$ cat src/rtl/core/bsc_pkg.sv
// Package for the binding slot cache: function codes, widths, controller
// state type and the command/status structs between controller and datapath.
// No dependencies.
package bsc_pkg;

   localparam int DEFAULT_SLOTS = 32;
   localparam int FUNC_W = 2;
   localparam int ID_W = 32;
   localparam int TARGET_W = 16;
   localparam int IDX_W = 5;
   localparam int CFG_W = 6;

   localparam logic [CFG_W-1:0] SLOT_COUNT_RESET = 6'd31;

   localparam logic [FUNC_W-1:0] FUNC_BIND = 2'd0;
   localparam logic [FUNC_W-1:0] FUNC_UNBIND = 2'd1;
   localparam logic [FUNC_W-1:0] FUNC_UNBIND_ALL = 2'd2;

   typedef enum logic [1:0] {
      ST_IDLE,
      ST_MATCH,
      ST_APPLY
   } state_type;

   typedef struct packed {
      logic load;
      logic match_en;
      logic apply;
   } ctl_cmd_type;

   typedef struct packed {
      logic is_bind;
      logic out_blocked;
   } ctl_status_type;

endpackage

$ cat src/rtl/core/bsc_ctrl.sv
// Controller for the binding slot cache: capture, compare, apply sequence.
// Depends on bsc_pkg; drives the datapath through ctl_cmd_type.
module bsc_ctrl (
   input  logic                    clock,
   input  logic                    reset,
   input  logic                    req_valid,
   output logic                    req_ready,
   input  bsc_pkg::ctl_status_type status,
   output bsc_pkg::ctl_cmd_type    cmd
);

   bsc_pkg::state_type state_ff;
   bsc_pkg::state_type state_in;
   logic               apply_go;

   assign apply_go = !(status.is_bind && status.out_blocked);

   always_comb begin
      state_in = state_ff;
      case (state_ff)
         bsc_pkg::ST_IDLE: begin
            if (req_valid) state_in = bsc_pkg::ST_MATCH;
         end
         bsc_pkg::ST_MATCH: begin
            state_in = bsc_pkg::ST_APPLY;
         end
         bsc_pkg::ST_APPLY: begin
            if (apply_go) state_in = bsc_pkg::ST_IDLE;
         end
         default: begin
            state_in = bsc_pkg::ST_IDLE;
         end
      endcase
   end

   always_comb begin
      req_ready    = 1'b0;
      cmd.load     = 1'b0;
      cmd.match_en = 1'b0;
      cmd.apply    = 1'b0;
      case (state_ff)
         bsc_pkg::ST_IDLE: begin
            req_ready = 1'b1;
            cmd.load  = req_valid;
         end
         bsc_pkg::ST_MATCH: begin
            cmd.match_en = 1'b1;
         end
         bsc_pkg::ST_APPLY: begin
            cmd.apply = apply_go;
         end
         default: begin
            req_ready = 1'b0;
         end
      endcase
   end

   always_ff @(posedge clock) begin
      if (reset) begin
         state_ff <= bsc_pkg::ST_IDLE;
      end else begin
         state_ff <= state_in;
      end
   end

endmodule

$ cat src/rtl/core/bsc_datapath.sv
// Datapath for the binding slot cache: slot tags, valid bits, round-robin
// pointer, slot count register and the result register. Depends on bsc_pkg.
module bsc_datapath #(
   parameter int SLOTS = bsc_pkg::DEFAULT_SLOTS
) (
   input  logic                          clock,
   input  logic                          reset,
   input  bsc_pkg::ctl_cmd_type          cmd,
   output bsc_pkg::ctl_status_type       status,
   input  logic [bsc_pkg::FUNC_W-1:0]    req_func,
   input  logic [bsc_pkg::ID_W-1:0]      req_object_id,
   input  logic [bsc_pkg::TARGET_W-1:0]  req_target_code,
   input  logic                          csr_write,
   input  logic [bsc_pkg::CFG_W-1:0]     csr_slot_count,
   output logic                          rsp_valid,
   input  logic                          rsp_ready,
   output logic [bsc_pkg::IDX_W-1:0]     rsp_slot_index,
   output logic                          rsp_newly_bound,
   output logic [bsc_pkg::TARGET_W-1:0]  rsp_target_out
);

   localparam int PW   = (SLOTS > 1) ? $clog2(SLOTS) : 1;
   localparam int CW   = $clog2(SLOTS + 1);
   localparam int CMPW = (CW > bsc_pkg::CFG_W) ? CW : bsc_pkg::CFG_W;

   logic [bsc_pkg::FUNC_W-1:0]   func_ff;
   logic [bsc_pkg::ID_W-1:0]     id_ff;
   logic [bsc_pkg::TARGET_W-1:0] target_ff;
   logic [SLOTS-1:0]             match_ff;
   logic [SLOTS-1:0]             match_in;
   logic [SLOTS-1:0]             slot_valid_ff;
   logic [SLOTS-1:0]             slot_valid_in;
   logic [bsc_pkg::ID_W-1:0]     slot_object_ff [SLOTS];
   logic [PW-1:0]                next_slot_ff;
   logic [PW-1:0]                next_slot_in;
   logic [bsc_pkg::CFG_W-1:0]    slot_count_ff;

   logic                         rsp_valid_ff;
   logic                         rsp_valid_in;
   logic [bsc_pkg::IDX_W-1:0]    rsp_slot_ff;
   logic [bsc_pkg::IDX_W-1:0]    rsp_slot_in;
   logic                         rsp_new_ff;
   logic                         rsp_new_in;
   logic [bsc_pkg::TARGET_W-1:0] rsp_target_ff;
   logic [bsc_pkg::TARGET_W-1:0] rsp_target_in;

   logic [CMPW-1:0]              count_ext;
   logic [CMPW-1:0]              active;
   logic [PW-1:0]                victim;
   logic [CMPW-1:0]              victim_inc;
   logic [PW-1:0]                ptr_adv;
   logic [PW-1:0]                hit_idx;
   logic                         hit;
   logic [PW-1:0]                sel_slot;
   logic [PW+bsc_pkg::IDX_W-1:0] sel_wide;
   logic                         do_bind;
   logic                         do_alloc;

   // active slot count: zero acts as one, saturates at SLOTS
   always_comb begin
      count_ext = CMPW'(slot_count_ff);
      if (count_ext == '0) begin
         active = CMPW'(1);
      end else if (count_ext > CMPW'(SLOTS)) begin
         active = CMPW'(SLOTS);
      end else begin
         active = count_ext;
      end
   end

   always_comb begin
      victim     = (CMPW'(next_slot_ff) >= active) ? '0 : next_slot_ff;
      victim_inc = CMPW'(victim) + CMPW'(1);
      ptr_adv    = (victim_inc == active) ? '0 : victim_inc[PW-1:0];
   end

   always_comb begin
      for (int i = 0; i < SLOTS; i++) begin
         match_in[i] = slot_valid_ff[i] && (slot_object_ff[i] == id_ff);
      end
   end

   // lowest matching slot wins
   always_comb begin
      hit_idx = '0;
      for (int i = SLOTS - 1; i >= 0; i--) begin
         if (match_ff[i]) hit_idx = PW'(i);
      end
   end

   assign hit      = |match_ff;
   assign do_bind  = cmd.apply && (func_ff == bsc_pkg::FUNC_BIND);
   assign do_alloc = do_bind && !hit;
   assign sel_slot = hit ? hit_idx : victim;
   assign sel_wide = (PW + bsc_pkg::IDX_W)'(sel_slot);

   always_comb begin
      slot_valid_in = slot_valid_ff;
      next_slot_in  = next_slot_ff;
      if (cmd.apply) begin
         case (func_ff)
            bsc_pkg::FUNC_BIND: begin
               if (!hit) begin
                  slot_valid_in[victim] = 1'b1;
                  next_slot_in          = ptr_adv;
               end
            end
            bsc_pkg::FUNC_UNBIND: begin
               slot_valid_in = slot_valid_ff & ~match_ff;
            end
            bsc_pkg::FUNC_UNBIND_ALL: begin
               slot_valid_in = '0;
               next_slot_in  = '0;
            end
            default: begin
               slot_valid_in = slot_valid_ff;
            end
         endcase
      end
   end

   always_comb begin
      rsp_valid_in  = rsp_valid_ff && !rsp_ready;
      rsp_slot_in   = rsp_slot_ff;
      rsp_new_in    = rsp_new_ff;
      rsp_target_in = rsp_target_ff;
      if (do_bind) begin
         rsp_valid_in  = 1'b1;
         rsp_slot_in   = sel_wide[bsc_pkg::IDX_W-1:0];
         rsp_new_in    = !hit;
         rsp_target_in = hit ? '0 : target_ff;
      end
   end

   always_ff @(posedge clock) begin
      if (reset) begin
         slot_valid_ff <= '0;
         next_slot_ff  <= '0;
         slot_count_ff <= bsc_pkg::SLOT_COUNT_RESET;
         rsp_valid_ff  <= 1'b0;
      end else begin
         slot_valid_ff <= slot_valid_in;
         next_slot_ff  <= next_slot_in;
         rsp_valid_ff  <= rsp_valid_in;
         if (csr_write) slot_count_ff <= csr_slot_count;
      end
   end

   always_ff @(posedge clock) begin
      if (cmd.load) begin
         func_ff   <= req_func;
         id_ff     <= req_object_id;
         target_ff <= req_target_code;
      end
      if (cmd.match_en) match_ff <= match_in;
      if (do_alloc) slot_object_ff[victim] <= id_ff;
      rsp_slot_ff   <= rsp_slot_in;
      rsp_new_ff    <= rsp_new_in;
      rsp_target_ff <= rsp_target_in;
   end

   assign status.is_bind     = (func_ff == bsc_pkg::FUNC_BIND);
   assign status.out_blocked = rsp_valid_ff && !rsp_ready;

   assign rsp_valid       = rsp_valid_ff;
   assign rsp_slot_index  = rsp_slot_ff;
   assign rsp_newly_bound = rsp_new_ff;
   assign rsp_target_out  = rsp_target_ff;

`ifndef SYNTH
   // tags of valid slots stay unique, so a lookup matches one slot at most
   a_match_unique: assert property (@(posedge clock) disable iff (reset)
      cmd.apply |-> $onehot0(match_ff))
      else $error("more than one slot matched");

   a_unbind_all_clears: assert property (@(posedge clock) disable iff (reset)
      (cmd.apply && func_ff == bsc_pkg::FUNC_UNBIND_ALL)
      |=> (slot_valid_ff == '0 && next_slot_ff == '0))
      else $error("unbind-all left state behind");

   a_bind_gives_word: assert property (@(posedge clock) disable iff (reset)
      do_bind |=> rsp_valid_ff)
      else $error("bind produced no result word");

   a_no_overwrite: assert property (@(posedge clock) disable iff (reset)
      (rsp_valid_ff && !rsp_ready) |-> !do_bind)
      else $error("result register overwritten while held");
`endif

endmodule

$ cat src/rtl/core/binding_slot_cache_round_robin.sv
// Binding slot cache: maps 32-bit object identifiers onto SLOTS binding
// slots, fully associative, round-robin replacement. A request passes the
// states in order: idle captures the word, match compares the identifier
// against every slot tag, apply resolves the lowest match and updates the
// tags, valid bits and pointer. A bind waits in apply while the previous
// result word is still held on rsp_. Bind returns one result word; unbind
// and unbind-all return none. csr_ writes set the active slot count and
// are always accepted; write them only while no request is in flight.
module binding_slot_cache_round_robin #(
   parameter int SLOTS = bsc_pkg::DEFAULT_SLOTS
) (
   input  logic                          clock,
   input  logic                          reset,
   input  logic                          req_valid,
   output logic                          req_ready,
   input  logic [bsc_pkg::FUNC_W-1:0]    req_func,
   input  logic [bsc_pkg::ID_W-1:0]      req_object_id,
   input  logic [bsc_pkg::TARGET_W-1:0]  req_target_code,
   output logic                          rsp_valid,
   input  logic                          rsp_ready,
   output logic [bsc_pkg::IDX_W-1:0]     rsp_slot_index,
   output logic                          rsp_newly_bound,
   output logic [bsc_pkg::TARGET_W-1:0]  rsp_target_out,
   input  logic                          csr_valid,
   output logic                          csr_ready,
   input  logic [bsc_pkg::CFG_W-1:0]     csr_slot_count
);

   bsc_pkg::ctl_cmd_type    cmd;
   bsc_pkg::ctl_status_type status;

   assign csr_ready = 1'b1;

   bsc_ctrl u_ctrl (
      .clock     (clock),
      .reset     (reset),
      .req_valid (req_valid),
      .req_ready (req_ready),
      .status    (status),
      .cmd       (cmd)
   );

   bsc_datapath #(
      .SLOTS (SLOTS)
   ) u_datapath (
      .clock           (clock),
      .reset           (reset),
      .cmd             (cmd),
      .status          (status),
      .req_func        (req_func),
      .req_object_id   (req_object_id),
      .req_target_code (req_target_code),
      .csr_write       (csr_valid && csr_ready),
      .csr_slot_count  (csr_slot_count),
      .rsp_valid       (rsp_valid),
      .rsp_ready       (rsp_ready),
      .rsp_slot_index  (rsp_slot_index),
      .rsp_newly_bound (rsp_newly_bound),
      .rsp_target_out  (rsp_target_out)
   );

endmodule
$ cat config.mk
export PLATFORM = sky130hd
export DESIGN_NAME = binding_slot_cache_round_robin
export DESIGN_NICKNAME = d
export VERILOG_FILES = /design/src/rtl/core/bsc_pkg.sv /design/src/rtl/core/bsc_ctrl.sv /design/src/rtl/core/bsc_datapath.sv /design/src/rtl/core/binding_slot_cache_round_robin.sv
export SDC_FILE = /design/constraint.sdc
export NUM_CORES = 2
export LEC_CHECK = 0
export BUFFER_PORTS_ARGS = -buffer_cell sky130_fd_sc_hd__buf_2
export CAP_MARGIN = 40
export CORE_ASPECT_RATIO = 1.1
export CORE_MARGIN = 1
export CORE_UTILIZATION = 57
export DETAILED_ROUTE_END_ITERATION = 8
export PLACE_DENSITY = 0.76
export SYNTH_ARGS = -nofsm -noshare
export SYNTH_HDL_FRONTEND = slang
export SYNTH_SLANG_ARGS = --single-unit
$ cat constraint.sdc
create_clock -name clock -period 4.2 [get_ports clock]
set_clock_uncertainty 0.2 [all_clocks]
set_input_delay 0 -clock clock [delete_from_list [all_inputs] [get_ports clock]]
set_output_delay 0 -clock clock [all_outputs]
set_load 0.005 [all_outputs]
==> impl_results.md <==
- Post-synthesis cell type count: 66
- Clk root buf: clkbuf_16
- GRT overflow: 0
- Layout cells sized above 1: roughly 15%
- Maxcap violations: 0
- Yosys warning total: 0
- Post-CTS Setup Inserts: 0
- First-pass GRT wire length: ~180 mm
- Critical path class: flip-flop to flip-flop
- FF+latch count, synth: 1,174
- Final wirelength: 123 mm
- Fin. Hold Viols: 0
- Final setup viols: 0
- Remaining antenna violation count after routing: 0
- Area grow syn2layout: 18.3%
- Crit end category: flip-flop
- Max H-tree Level: 3
- Initial Util: 57.6%
- Placeable core area: 84,800 um^2
- Max Fclk: 256 MHz
- Final period utilization: 92.9%
- Fin cells: 4,690
- Cts bufs inserted: 113
- Post-synth net total: ~3,100
- Avg WL per Cell: 26.2 um
- Post-synth top flop: edfxtp_1
- Row cnt: 112
- Syn avg cell area: 15.9 um^2
- Reg clk slew, reported paths: about 0.06 ns
- Slowest stage delay, CP: 0.41 ns
- Cell chain of the critical path: nor4_2, o21ai_1, inv_1, ha_1, nor2b_1, o21ai_1, a41oi_4, nand2_1, inv_1, ha_1, and3_1, a21o_1, a32o_1, mux2i_1, a41oi_4, buf_4, a31oi_1, mux2i_1
- Nets: around 3,500
- Die W: 281 um
- EDFF count, synth: 1,128
- CTS tree: done
- I/O Buffers: 84
- Total track usage: about 29%
- Area leader, netlist: edfxtp_1
- Yosys top cell area share: 69.4%
- Number of DRC markers in iteration 0: about 2,600
- Number of global-route vias before repair: between 20,000 and 30,000
- Register area share after synthesis: 71.3%
- Die ar.: a little under 90,000 um^2
- Crit path launch type: flip-flop
- Async SR Flop Fraction: 0%
- Io pins: 86
- Crit path max fanout: 6
- Placed cell count: roughly 4,300
- TritonRoute pass-1 iters: 5
- Fillers: 5,377
- GP Congestion: ~0.9
- Largest net degree at the start of global routing: between 50 and 60
- Crit path DAT: 4.27 ns
- Status: finished, final reports clean
- Die Y: 309 um
- Maximum vdd ir drop: 0.328 mV
- Leakage power: 18.1 nW
- TNS Setup: 0 ns
- Dpl hpwl: 71.6 mm
- Worst min path class: input port to flip-flop
- DRC Markers: 0
- Syn Std Cell Area: 48,800 um^2
- Synth Instances: roughly 3,100
- Worst-margin pin slew: 0.914 ns
- Slew Limit Fails: 0
- Critical path required time: around 4.6 ns
- RSZ-0062 raised after global routing: no
- Worst skew pair latency: 0.70 ns
- Vias post-DR: 28,100
- Initial antenna violation count: 1
- P per Cell Area: 436 nW/um^2
- Rel. slew slack: 38.9%
- TritonCTS Sinks: 1,174
- Max clock buf depth: 3
- Synth area leaders: edfxtp_1, xnor2_1, xor2_1
- Layout Utilization: 68.1%
- Fin crit period: between 3 and 4 ns
- Vias per std cell: approximately 6.0
- Slowest cell on crit path: dfxtp_1
registers in the layout, indices dropped and copies added (netlist names), 5 cells and up:
signal and flops:
u_datapath.rsp_target_out 16, u_datapath.slot_object_ff 1024, u_datapath.id_ff 32, u_datapath.count_ext 6, u_datapath.rsp_slot_index 5, u_datapath.next_slot_ff 5
u_datapath.target_ff 16, u_datapath.slot_valid_ff 32, u_datapath.match_ff 32
worst paths after layout:
kind | to | slack [ns] | cells after the start | from
max | u_datapath.next_slot_ff[4]$_SDFFE_PP0P_ | 0.30 | 18 | u_datapath.count_ext[3]$_SDFFE_PP1P_
min | u_ctrl.state_ff[1]$_SDFFE_PP0P_ | 0.21 | 5 | rsp_ready
max reg2reg | u_datapath.next_slot_ff[4]$_SDFFE_PP0P_ | 0.30 | 18 | u_datapath.count_ext[3]$_SDFFE_PP1P_
min reg2reg | u_datapath.rsp_target_out[10]$_SDFFCE_PN0P_ | 0.33 | 1 | u_datapath.target_ff[10]$_DFFE_PP_
worst max-delay path: cells and delay by family (launching register included):
| family | cells | cell delay [ns] |
|---|---|---|
| AOI/OAI and AO/OA | 7 | 1.39 |
| and+or+nand+nor | 4 | 0.55 |
| adders and majority gates | 2 | 0.53 |
| DFF | 1 | 0.41 |
| buffers and inverters | 3 | 0.35 |
| muxes | 2 | 0.34 |
through the flow:
stage	hold WS (ns)	total power [W]	setup slack [ns]	cell area (um^2)
after floorplan	-0.101	0.0141	-0.351	48900
after global placement	-0.0224	0.0147	0.0752	52500
after detailed placement	-0.0219	0.0148	0.111	52600
after CTS	0.131	0.0253	0.0827	57700
after global routing	0.233	0.0258	0.0134	57700
final	0.214	0.0252	0.297	57700
Yosys cell counts (2+ instances only):
cell       number
a2111oi_4       2
a211oi_1        4
a211oi_2        7
a21oi_1        21
a221oi_1        3
a222oi_1        2
a22o_1          2
a22oi_1        22
a32o_2          2
a41oi_4         2
and2_1         21
and3_1          2
buf_1          64
buf_2           8
buf_4           2
clkbuf_1       77
dfxtp_1        46
edfxtp_1     1128
ha_1           13
inv_1          30
mux2i_1         8
nand2_1        29
nand2b_1       11
nand3_1        38
nand4_1       219
nor2_1         75
nor2b_1         6
nor3_1         11
nor3b_1         3
nor4_1        105
nor4_2          7
o2111ai_1       3
o211ai_1        2
o21a_1          4
o21ai_0        25
o21ai_1         9
o221ai_1        6
o31ai_1         2
or2_2           2
or3_1           5
xnor2_1       855
xor2_1        163
cells by family (layout without fill, tap and decap cells):
logic type      count (synthesis)  in the layout  share of synthesized area, %
mux                             9              9                         0.187
compound gates                130            130                          2.03
fa+ha+maj                      13             13                         0.333
buf+inv                       183            661                          1.46
other cells                     1              3                       0.00768
xor+xnor                     1018           1018                          18.3
flops                        1174           1174                          71.3
simple gates                  542            542                          6.45
cell type report:
| type | instances | area (um^2) | share of cell area (%) |
|---|---|---|---|
| Inverter | 31 | 116 | 0.202 |
| Tap cell | 1140 | 1430 | 2.47 |
| Clock buffer | 145 | 3100 | 5.38 |
| Timing Repair Buffer | 419 | 4130 | 7.15 |
| Multi-Input combinational cell | 1713 | 13400 | 23.2 |
| Clock inverter | 66 | 758 | 1.31 |
| Sequential cell | 1174 | 34800 | 60.3 |
| Antenna cell | 2 | 5.00 | 0.00867 |
what timing repair did:
item | in CTS | in global routing
endpoints found under the setup margin | 0 | 5
gates resized for setup | 0 | 6
endpoints found under the hold margin | 131 | 0
hold buffers | 131 | 0
where the power goes:
| group | internal (W) | total [W] | switching [W] |
|---|---|---|---|
| Sequential | 0.0129 | 0.0130 | 0.0000648 |
| Clock | 0.00615 | 0.0105 | 0.00438 |
| Combinational | 0.000663 | 0.00168 | 0.00102 |
| Total | 0.0197 | 0.0252 | 0.00546 |
placed cells by master, fill, tap and decap left out, types with 6 or more instances in the layout:
cell type / Yosys / routed
edfxtp_1: 1128 / 1128
xnor2_1: 855 / 855
nand4_1: 219 / 219
xor2_1: 163 / 163
buf_4: 2 / 135
dlygate4sd3_1: 0 / 131
clkbuf_16: 0 / 118
nor4_1: 105 / 104
buf_2: 8 / 84
buf_12: 0 / 67
dfxtp_1: 46 / 45
nor2_1: 75 / 43
nand3_1: 38 / 38
nor2_2: 0 / 32
inv_1: 30 / 30
nand2_1: 29 / 29
clkinv_2: 0 / 25
o21ai_0: 25 / 22
a22oi_1: 22 / 22
clkbuf_1: 77 / 22
a21oi_1: 21 / 21
and2_1: 21 / 20
clkinv_1: 0 / 16
bufinv_16: 0 / 15
ha_1: 13 / 13
o21ai_1: 9 / 12
nand2b_1: 11 / 11
nor3_1: 11 / 11
nor4_2: 7 / 8
mux2i_1: 8 / 8
a211oi_2: 7 / 7
o221ai_1: 6 / 6
per-layer routing:
metal,vias to the layer above,GRT usage (%),routed length (um)
li1,12100,-,-
met1,14500,39.4,50000
met2,1209,46.7,59200
met3,231,4.03,9330
met4,0,9.99,4160
met5,-,0,0
Power figures use the tool's default switching activity.
